## config.mk

```make
export PLATFORM = sky130hd
export DESIGN_NAME = dis_match
export DESIGN_NICKNAME = d
export VERILOG_FILES = /design/src/rtl/dis_pkg.sv /design/src/rtl/dis_match.sv
export SDC_FILE = /design/constraint.sdc
export NUM_CORES = 1
export LEC_CHECK = 0
export BUFFER_PORTS_ARGS = -buffer_cell sky130_fd_sc_hd__clkbuf_2
export CORE_MARGIN = 3
export CORE_UTILIZATION = 30
export CTS_CLUSTER_SIZE = 8
export DETAILED_ROUTE_END_ITERATION = 6
export MAX_ROUTING_LAYER = met4
export PLACE_DENSITY_LB_ADDON = 0.08
export SYNTH_ARGS = -nofsm -noshare
export SYNTH_HDL_FRONTEND = slang
export SYNTH_SLANG_ARGS = --single-unit
```

## constraint.sdc

```tcl
create_clock -name clk -period 0.84 [get_ports clk]
set_input_delay 0.126 -clock clk [delete_from_list [all_inputs] [get_ports clk]]
set_output_delay 0.126 -clock clk [all_outputs]
set_load 0.1 [all_outputs]
```

## src/rtl/dis_pkg.sv

```systemverilog
package dis_pkg;

	localparam int SLOT_COUNT     = 136;
	localparam int WANTED_INDICES = 134;
	localparam int SLOT_AW        = $clog2(SLOT_COUNT);
	localparam int CNT_W          = $clog2(SLOT_COUNT + 1);
	localparam int WORD_W         = 32;
	localparam int LIMIT_W        = 31;
	localparam logic [LIMIT_W-1:0] LIMIT_RESET = 31'd24646;

	typedef enum logic [1:0] {
		KIND_CLEAR = 2'd0,
		KIND_OFFER = 2'd1,
		KIND_READ  = 2'd2,
		KIND_NONE  = 2'd3
	} kind_t;

	// Control from the sequencer to the shared compare unit
	typedef struct packed {
		logic clr;
		logic en;
		logic vld;
	} match_ctl_t;

endpackage

```

## src/rtl/dis_match.sv

```systemverilog
module dis_match (
	input  logic                            clk,
	input  logic                            arst_n,
	input  dis_pkg::match_ctl_t             ctl,
	input  logic [dis_pkg::WORD_W-1:0]      rd_data,
	input  logic [dis_pkg::WORD_W-1:0]      key,
	output logic                            dup
);

	logic [dis_pkg::WORD_W-1:0] slot_word;
	logic                       dup_q;

	// A slot never written since the last clear holds all ones
	assign slot_word = ctl.vld ? rd_data : {dis_pkg::WORD_W{1'b1}};

	always_ff @(posedge clk or negedge arst_n) begin
		if (!arst_n) begin
			dup_q <= 1'b0;
		end else if (ctl.clr) begin
			dup_q <= 1'b0;
		end else if (ctl.en && (slot_word == key)) begin
			dup_q <= 1'b1;
		end
	end

	assign dup = dup_q;

endmodule

```

# Word-level counts from Yosys, hierarchy flattened
# Index checks and enable logic that the tools add are counted.
# classes
reduce_logical	2
muxes	3
n_eq_ne	1
# ops
op	n
$eq 32x32->1	1
$mux 32	1
$mux 1	2
$reduce_bool 2->1	1
$logic_and 1x1->1	1
# word_totals
ff_bits	1
word_cells	7
inputBits	69
out_inout_bits	1

# Logic depth before layout (Yosys ltp)
# Gate-level depths: netlist of run 1.
# logic_depth
word_depth	5
mapped_depth	7
depth_no_buf	6

# Worst setup path before layout of run 1
# No wires, ideal clock.
# synth_path
kind	input to register
startpoint	in rd_data[3] in the netlist's numbering
endpoint	reg dup_q (netlist: dup)
n_path_buf	0
path_slack_ns	-0.742
stages	6
setup_ns	0.101
arrival_time_ns	1.481
required_time_ns	0.739
cell_sequence	or2_2 -> o21ai_0 -> a22o_1 -> a32oi_1 -> or4_1 -> o32ai_1
# synth_via
elab_chain_len	4
# synth_rtl
element	line_no	text
from (decl)	dis_match.sv:5	input logic [dis_pkg::WORD_W-1:0] rd_data,
$mux 32	dis_match.sv:14	assign slot_word = ctl.vld ? rd_data : {dis_pkg::WORD_W{1'b1}};
$eq 32x32->1	dis_match.sv:21	end else if (ctl.en && (slot_word == key)) begin
$logic_and 1x1->1	dis_match.sv:21	
$reduce_bool 2->1 (no line)	--	
to (signal assigned)	dis_match.sv:18	dup_q <= 1'b0;
to (signal assigned)	dis_match.sv:20	dup_q <= 1'b0;
to (signal assigned)	dis_match.sv:22	dup_q <= 1'b1;
to (decl)	dis_match.sv:11	logic dup_q;
# Every way passes these cells.
# A chain may end at the register's enable or synchronous reset.

# Final worst setup path of run 1
# layout_path
startpoint	in ctl[0] in the netlist's numbering
endpoint	reg dup_q (netlist: dup)
# layout_via
elab_chain_len	4
# layout_rtl
element	line_no	text
from (decl)	dis_match.sv:4	input dis_pkg::match_ctl_t ctl,
$mux 32	dis_match.sv:14	
$eq 32x32->1	dis_match.sv:21	
$logic_and 1x1->1	dis_match.sv:21	
$reduce_bool 2->1 (no line)	--	
# Every way passes these cells.

==> results.py, run 1 <==
metrics = {
    "route": {
        "dr.pass1.iters": 4,
        "ant_nets": 0,
        "first_iter_violations": 31,
        "via_per_inst": 5.00,
        "totalWireLength_um": 2570,
        "drc": 0,
        "detail_route.wl_per_cell_um": 11.1,
        "vias": 1156,
    },
    "final_layout": {
        "drive_above_1_share_pct": 55.7,
        "multi_input_area_um2": 709,
        "largest_reg_flops": 1,
        "n_fill_cell": 227,
        "register_area_um2": 25.0,
        "antenna_cells": 0,
        "fin_nets": 274,
        "syn2layout_area_growth_pct": 93.1,
    },
    "global_route": {
        "grt_pass1_vias": 1111,
        "grt_usage_pct": 16.4,
        "globalRouteOverflowTotal": 0,
        "grt_max_degree": 15,
        "antenna_found_initial": 0,
        "grt_pass1_wl_um": 4280,
    },
    "sta": {
        "timing.final.crit_share_pct": 204,
        "rsz0062_at_grt": "yes",
        "fin_skew_ps": 0,
        "layout_setup_ws_ps": -873,
        "setup_viol": 1,
        "whs_ps": 428,
        "fmax_mhz": 584,
        "worstMarginPinSlew_ps": 262,
        "hold_viol_final": 0,
        "relSlewSlack_pct": 82.5,
        "finalMaxSlewViolations": 0,
        "period_minus_slack_ps": 1710,
    },
    "power_and_ir_drop": {
        "p_per_area_nw_per_um2": 457,
        "p_int_w": 0.000388,
        "power_frac_seq_pct": 7.6,
        "p_switching_w": 0.000253,
        "p_clk_share_pct": 0,
        "switching_share_pct": 39.5,
        "power_leakage_nw": 0.688,
        "combPwrFrac_pct": 92.4,
        "vdd_drop_max_v": 0.000279,
        "total_power_w": 0.000642,
    },
    "critical_path": {
        "cp_num_cells": 7,
        "cp_num_buf_inv": 2,
        "crit_fanout": 11,
        "critPathLaunch": "ctl[0]",
        "end_kind": "register",
        "path_cells": "clkbuf_16 > buf_12 > or2b_1 > xnor2_1 > nand4_1 > or4_4 > o32ai_2",
        "slowest_delay_ps": 530,
        "slowest_stage": "or4_4",
        "regToRegStartpoint": "dup",
        "arrival_ps": 1610,
        "cp_top_family": "simple AND/OR/NAND/NOR gates",
        "cp-start-kind": "input pin",
        "cp.required_ps": 740,
        "worstRegToRegCells": 2,
        "path_class": "in -> reg",
    },
    "logic_synthesis": {
        "syn_nets": 181,
        "ys_ff_latch": 1,
        "synth_area_leaders": "nor3b_1, inv_1, nand2_1, a22o_1, a32oi_1",
        "syn_area_um2": 727,
        "ys_types": 34,
        "synth.largest_area_cell": "nor3b_1",
        "synth_top_area_share_pct": 8.26,
        "ys_warn_count": 0,
        "yosysSeqAreaShare_pct": 3.44,
        "synth.avg_cell_area_um2": 6.49,
        "syn_inst": 112,
    },
    "floorplan": {
        "die_area_um2": 3050,
        "die_height_um": 55.2,
        "ios": 70,
        "initial_core_util_pct": 32.2,
        "die_w_um": 55.2,
        "rows": 17,
        "core_region_area_um2": 2250,
    },
    "placement": {
        "io_buffers": 69,
        "gp_congestion": 0.870,
        "hpwl_um": 2270,
    },
    "clocking": {
        "worstSkewPairLatency_ps": 0,
        "cts.reportedPaths.clkPinSlew_ps": 0,
    },
    "outcome": {
        "status": "complete, but fails checks",
        "failed_checks": "setup timing",
    },
    "min_path": {
        "min_from": "ctl[2]",
        "holdPathStages": 3,
        "hp-class": "in -> reg",
    },
    "run": {
        "cap_violations": 0,
    },
}
stage by stage:
stage                     setup slack (ps)  TNS (ps)  cells  area [um^2]  utilization (%)
after CTS                             -831      -831    230         1370             60.6
after floorplan                       -532      -716    112          774                -
after detailed placement              -951      -951    229         1320             58.6
final                                 -873      -873    231         1400             62.3
after global routing                  -965      -965    231         1400             62.3
after global placement                -893      -893    229         1320             58.6
tightest hold or removal path, stage by stage:
cell and delay, ps:
clkbuf_2 100, buf_4 100, o32ai_2 50
cells by family (layout without fill, tap and decap cells):
group	Yosys count	in the layout	share of synthesized area (%)
and+or+nand+nor	47	47	37.9
AOI/OAI and AO/OA	41	41	39.8
buffers and inverters	15	106	9.30
xor gates and xnor gates	8	8	9.64
DFF	1	1	3.44
cells in the final DEF (no fill, tap or decap), types with 3 or more instances in the layout:
cell       n
o22ai_1    3
nor3b_2    7
nand2b_1   5
buf_4     22
clkbuf_2  66
xor2_1     3
xnor2_1    5
a22o_1     5
nand4_1    5
a32oi_1    5
inv_1     10
o21ai_1    5
nand2_1   13
a21oi_1    6
final timing paths:
check                      endpoint  slack [ps]
max                             dup        -870
max reg2reg                     dup         170
min in group asynchronous       dup         460
max in group asynchronous       dup         300
min                             dup         430
min reg2reg                     dup         590
cells in the mapped netlist:
master and count:
o2111ai_1 2, a31oi_1 2, dfrtp_1 1, nor3b_1 8, a221oi_1 2, a22o_1 5, or3_1 2, nand2b_1 5
o22ai_1 3, xnor2_1 5, nor2_1 2, nor4_1 2, nor2b_1 1, a211oi_1 1, a211o_1 1, a32oi_1 5
xor2_1 3, a21oi_1 7, inv_1 13, a2111oi_0 1, o21ai_0 8, nor4b_1 1, buf_6 1, buf_4 1
nand4_1 5, or4_1 2, a21oi_2 1, or2_2 2, o221ai_1 1, o32ai_1 2, nand2_1 13, nand3_1 1
or2b_1 2, and2b_2 1
area by class of cell:
type / count / area share, %
multi-input combinational: 96 / 50.5
timing repair buffer: 93 / 41.4
inverter: 13 / 3.74
tap: 28 / 2.50
sequential: 1 / 1.78
power by group through the flow:
stage	Combinational [W]	Clock (W)	Sequential [W]
2_1_floorplan	0.000229	0	0.0000491
3_3_place_gp	0.000543	0	0.0000491
3_5_place_dp	0.000557	0	0.0000491
4_1_cts	0.000576	0	0.0000491
5_1_grt	0.000656	0	0.0000490
6_report	0.000592	0	0.0000490
metal layers:
| metal | global-route usage (%) | vias to the layer above | part of all wire, % |
|---|---|---|---|
| met5 | - | - | 0 |
| met4 | 0 | 0 | 0 |
| met3 | 0.935 | 0 | 5.6 |
| met2 | 29.9 | 40 | 48 |
| met1 | 21.1 | 499 | 46 |
| li1 | - | 617 | - |
repair_timing:
item | CTS | global route
endpoints found under the setup margin | 1 | 1
hold buffers | 1 | 0
gates resized for setup | 6 | 10
hold endpoints to repair | 1 | 0
buffers inserted | 0 | 1
pin swaps | 2 | 6
Power figures use the tool's default switching activity.
==> run 2, diff against run 1 <==
Settings changed: CORE_MARGIN 3 to default.
==> results.py, run 2 (synthesized netlist as in run 1, its figures left out) <==
metrics = {
    "sta": {
        "whs_ps": 434,
        "hold_viol_final": 0,
        "worstMarginPinSlew_ps": 252,
        "timing.final.crit_share_pct": 193,
        "layout_setup_ws_ps": -778,
        "rsz0062_at_grt": "yes",
        "fin_skew_ps": 0,
        "setup_viol": 1,
        "period_minus_slack_ps": 1620,
        "finalMaxSlewViolations": 0,
        "relSlewSlack_pct": 83.2,
        "fmax_mhz": 618,
    },
    "outcome": {
        "status": "complete, but fails checks",
        "failed_checks": "setup timing",
    },
    "global_route": {
        "antenna_found_initial": 0,
        "grt_max_degree": 13,
        "grt_pass1_wl_um": 4200,
        "grt_usage_pct": 20.4,
        "grt_pass1_vias": 1080,
        "globalRouteOverflowTotal": 0,
    },
    "critical_path": {
        "r2r_setup_slack_ps": 170,
        "cp-start-kind": "input pin",
        "end_kind": "register",
        "rr_endpoint": "dup",
        "regToRegStartpoint": "dup",
        "endpoint": "dup",
        "cp.required_ps": 740,
        "worstRegToRegCells": 2,
        "path_class": "in -> reg",
        "arrival_ps": 1520,
        "critPathLaunch": "ctl[0]",
        "crit_fanout": 12,
    },
    "power_and_ir_drop": {
        "p_switching_w": 0.000263,
        "power_leakage_nw": 0.686,
        "p_int_w": 0.000384,
        "combPwrFrac_pct": 92.4,
        "p_clk_share_pct": 0,
        "power_frac_seq_pct": 7.6,
        "vdd_drop_max_v": 0.000255,
        "switching_share_pct": 40.6,
        "p_per_area_nw_per_um2": 460,
    },
    "clocking": {
        "worstSkewPairLatency_ps": 0,
        "post-cts-setup-buffers": 0,
        "cts.reportedPaths.clkPinSlew_ps": 0,
    },
    "floorplan": {
        "ios": 70,
        "initial_core_util_pct": 32.2,
        "die_height_um": 51.2,
        "die_area_um2": 2620,
        "rows": 17,
        "core_region_area_um2": 2250,
        "die_w_um": 51.2,
    },
    "placement": {
        "gp_congestion": 0.782,
        "dp_slack_ps": -957,
        "io_buffers": 69,
        "hpwl_um": 2230,
    },
    "final_layout": {
        "largest_reg_flops": 1,
        "drive_above_1_share_pct": 55.2,
        "antenna_cells": 0,
        "fin_nets": 274,
        "mostFrequentLayoutCells": "clkbuf_2, buf_4, nand2_1",
        "final_common_cell": "clkbuf_2",
        "syn2layout_area_growth_pct": 93.6,
    },
    "run": {
        "cap_violations": 0,
    },
    "route": {
        "via_per_inst": 5.14,
        "drc": 0,
        "first_iter_violations": 17,
        "vias": 1188,
        "ant_nets": 0,
        "dr.pass1.iters": 4,
        "detail_route.wl_per_cell_um": 11.3,
        "totalWireLength_um": 2610,
    },
    "min_path": {
        "hp-class": "in -> reg",
    },
}
## run 2: cell types whose count changed in the layout (fill, tap and decap cells not counted), moves of 2 or more
cell / previous run / this run
nor3b_2: 7 / 5
inv_1: 10 / 12
buf_4: 22 / 20
inv_2: 2 / 0
## run 2: how the worst min path moves through the flow
stage                     depth (start not counted)    from  endpoint  slack (ps)
after detailed placement                          1  arst_n       dup         -90
after floorplan                                   0  arst_n       dup        -170
after global routing                              3  ctl[2]       dup         460
final                                             3  ctl[2]       dup         430
after CTS                                         3  ctl[2]       dup         440
after global placement                            1  arst_n       dup        -100
## run 2: power groups by stage
stage	Clock, W	Combinational, W	Sequential, W
CTS	0	0.000587	0.0000491
floorplan	0	0.000229	0.0000491
global placement	0	0.000534	0.0000491
detailed placement	0	0.000552	0.0000491
finish	0	0.000599	0.0000490
global route	0	0.000662	0.0000490
## run 2: area by class of cell
type | count | area, um^2
well taps | 28 | 35.0
repair buffers | 92 | 563
multi-input cells | 96 | 724
repair inverters | 1 | 7.51
flip-flops and latches | 1 | 25.0
fillers | 233 | 847
inverters | 13 | 52.6
## run 2: stage by stage
| step | power [W] | utilization [%] | cells | cell area (um^2) | setup TNS [ps] |
|---|---|---|---|---|---|
| after floorplan | 0.000278 | - | 112 | 774 | -716 |
| after global placement | 0.000583 | 58.0 | 229 | 1310 | -903 |
| after detailed placement | 0.000601 | 58.0 | 229 | 1310 | -957 |
| after CTS | 0.000636 | 61.6 | 231 | 1390 | -762 |
| after global routing | 0.000711 | 62.4 | 231 | 1410 | -848 |
| final | 0.000648 | 62.4 | 231 | 1410 | -778 |
## run 2: what timing repair did
| item | CTS | global route |
|---|---|---|
| endpoints found under the setup margin | 1 | 1 |
| hold endpoints to repair | 1 | 0 |
| cloned | 1 | 0 |
| pin swaps | 2 | 4 |
| gates resized for setup | 12 | 7 |
| hold buffers | 1 | 0 |
## run 2: worst max-delay path, cell delays in order
cell and delay [ps]:
clkbuf_16 130, buf_6 100, nor3b_2 150, a32oi_1 60, o21ai_1 90, nand4_1 110
or4_4 550, o32ai_2 210
## run 2: layer usage
layer | global-route usage [%] | vias up | wire length (um)
li1 | - | 618 | -
met1 | 24.5 | 529 | 1120
met2 | 39.0 | 41 | 1340
met3 | 1.19 | 0 | 147
met4 | 0.450 | 0 | 0
met5 | - | - | 0
==> run 3, diff against run 2 <==
Settings changed: ABC_AREA from default to 1.
==> results.py, run 3 <==
metrics = {
    "outcome": {
        "status": "complete, but fails checks",
        "failed_checks": "setup timing",
    },
    "final_layout": {
        "mostFrequentLayoutCells": "clkbuf_2, nand2_1, inv_1",
        "n_fill_cell": 280,
        "finalInstanceArea_um2": 1280,
        "syn2layout_area_growth_pct": 62.0,
        "finish.utilization_pct": 51.9,
        "largest_reg_flops": 1,
        "final_cells": 259,
        "drive_above_1_share_pct": 35.4,
        "fin_nets": 300,
        "register_area_um2": 26.3,
        "antenna_cells": 0,
        "multi_input_area_um2": 599,
        "final_common_cell": "clkbuf_2",
    },
    "critical_path": {
        "cp.required_ps": 760,
        "end_kind": "register",
        "cp-start-kind": "input pin",
        "crit_fanout": 5,
        "path_cells": "clkbuf_16 > bufbuf_16 > nand2_1 > nand2_1 > nand4_1 > nor2_1 > nand2_1 > nor2_1 > nand2_1 > a21oi_2",
        "slowest_stage": "bufbuf_16",
        "arrival_ps": 1110,
        "slowest_delay_ps": 250,
        "path_class": "in -> reg",
        "cp_top_family": "simple AND/OR/NAND/NOR gates",
        "cp_num_cells": 10,
        "cp_num_buf_inv": 2,
        "worstRegToRegCells": 2,
        "crit_top_cell": "nand2_1",
    },
    "logic_synthesis": {
        "async_flop_share_pct": 100,
        "syn_area_um2": 793,
        "ys_ff_latch": 1,
        "synth_top_area_share_pct": 23.7,
        "yosysMostFrequentCell": "nand2_1",
        "synth.avg_cell_area_um2": 4.96,
        "synth_edf_count": 0,
        "synthFlopType": "dfrtp_1",
        "synth.largest_area_cell": "nand2_1",
        "synth_common_cells": "nand2_1, inv_1, nor2_1",
        "yosysSeqAreaShare_pct": 3.15,
        "ys_types": 18,
        "ys_warn_count": 0,
        "syn_inst": 160,
        "synth_area_leaders": "nand2_1, inv_1, nor2_1, nand3_1, xnor2_1",
        "syn_nets": 229,
    },
    "sta": {
        "hold_viol_final": 0,
        "timing.final.crit_share_pct": 142,
        "fmax_mhz": 840,
        "fin_skew_ps": 0,
        "relSlewSlack_pct": 88.9,
        "layout_setup_ws_ps": -350,
        "period_minus_slack_ps": 1190,
        "worstMarginPinSlew_ps": 165,
        "finalMaxSlewViolations": 0,
        "rsz0062_at_grt": "yes",
        "setup_viol": 1,
        "setup_tns_ps": -350,
    },
    "run": {
        "cap_violations": 0,
    },
    "placement": {
        "io_buffers": 69,
        "gp_congestion": 0.712,
        "dp_slack_ps": -428,
        "place_inst": 256,
        "hpwl_um": 1870,
        "place_area_um2": 1170,
    },
    "route": {
        "drc": 0,
        "detail_route.wl_per_cell_um": 8.31,
        "via_per_inst": 4.44,
        "totalWireLength_um": 2150,
        "ant_nets": 0,
        "first_iter_violations": 18,
        "vias": 1149,
        "dr.pass1.iters": 4,
    },
    "floorplan": {
        "core_region_area_um2": 2480,
        "initial_core_util_pct": 32.0,
        "die_height_um": 53.4,
        "die_w_um": 53.4,
        "ios": 70,
        "rows": 18,
        "die_area_um2": 2850,
    },
    "global_route": {
        "grt_max_degree": 20,
        "antenna_found_initial": 0,
        "globalRouteOverflowTotal": 0,
        "grt_pass1_vias": 922,
        "grt_usage_pct": 15.4,
        "grt_pass1_wl_um": 3330,
    },
    "min_path": {
        "holdPathStages": 2,
        "hp-class": "in -> reg",
    },
    "clocking": {
        "cts.reportedPaths.clkPinSlew_ps": 0,
        "post-cts-setup-buffers": 0,
        "worstSkewPairLatency_ps": 0,
    },
    "power_and_ir_drop": {
        "p_per_area_nw_per_um2": 447,
        "power_leakage_nw": 0.801,
        "vdd_drop_max_v": 0.000240,
    },
}
==> run 3: layer usage <==
layer  routed length, um  GRT usage, %  vias to the layer above
met5                   0             -                        -
met2                1090          29.8                       42
met3                 138         0.287                        0
met1                 924          18.1                      482
met4                   0         0.877                        0
li1                    -             -                      625
==> run 3: cell type report <==
| type | instances | share of cell area, % |
|---|---|---|
| inverter | 35 | 10.6 |
| sequential | 1 | 2.04 |
| multi-input combinational | 119 | 46.6 |
| tap | 30 | 2.92 |
| timing repair buffer | 74 | 37.8 |
==> run 3: repair_timing <==
item | 4_1_cts | 5_1_grt
gates resized for setup | 9 | 2
pin swaps | 7 | 2
setup endpoints to repair | 1 | 1
gates cloned | 2 | 0
hold buffers | 1 | 0
hold endpoints to repair | 1 | 0
==> run 3: worst paths after layout <==
path | startpoint | to | slack [ps]
max | ctl[0] | dup | -350
min | ctl[2] | dup | 280
max reg2reg | dup | dup | 200
min reg2reg | dup | dup | 570
max in group asynchronous | arst_n | dup | 280
min in group asynchronous | arst_n | dup | 460
==> run 3: logic make-up after synthesis <==
logic type | synth area share, %
XOR/XNOR | 13.2
AO/OA/AOI/OAI | 11.0
AND/OR/NAND/NOR | 49.4
buffers and inverters | 23.2
flip-flops | 3.15
==> run 3: stage by stage <==
step	total power [W]	hold slack [ps]
after floorplan	0.000315	-170
after global placement	0.000504	-98.7
after detailed placement	0.000517	-93.9
after CTS	0.000578	280
after global routing	0.000643	293
final	0.000575	281
==> run 3: power breakdown <==
part	internal, W	leakage, nW	switching (W)
Sequential	0.0000490	0.0123	0.000000000000199
Clock	0	0	0
Combinational	0.000293	0.789	0.000233
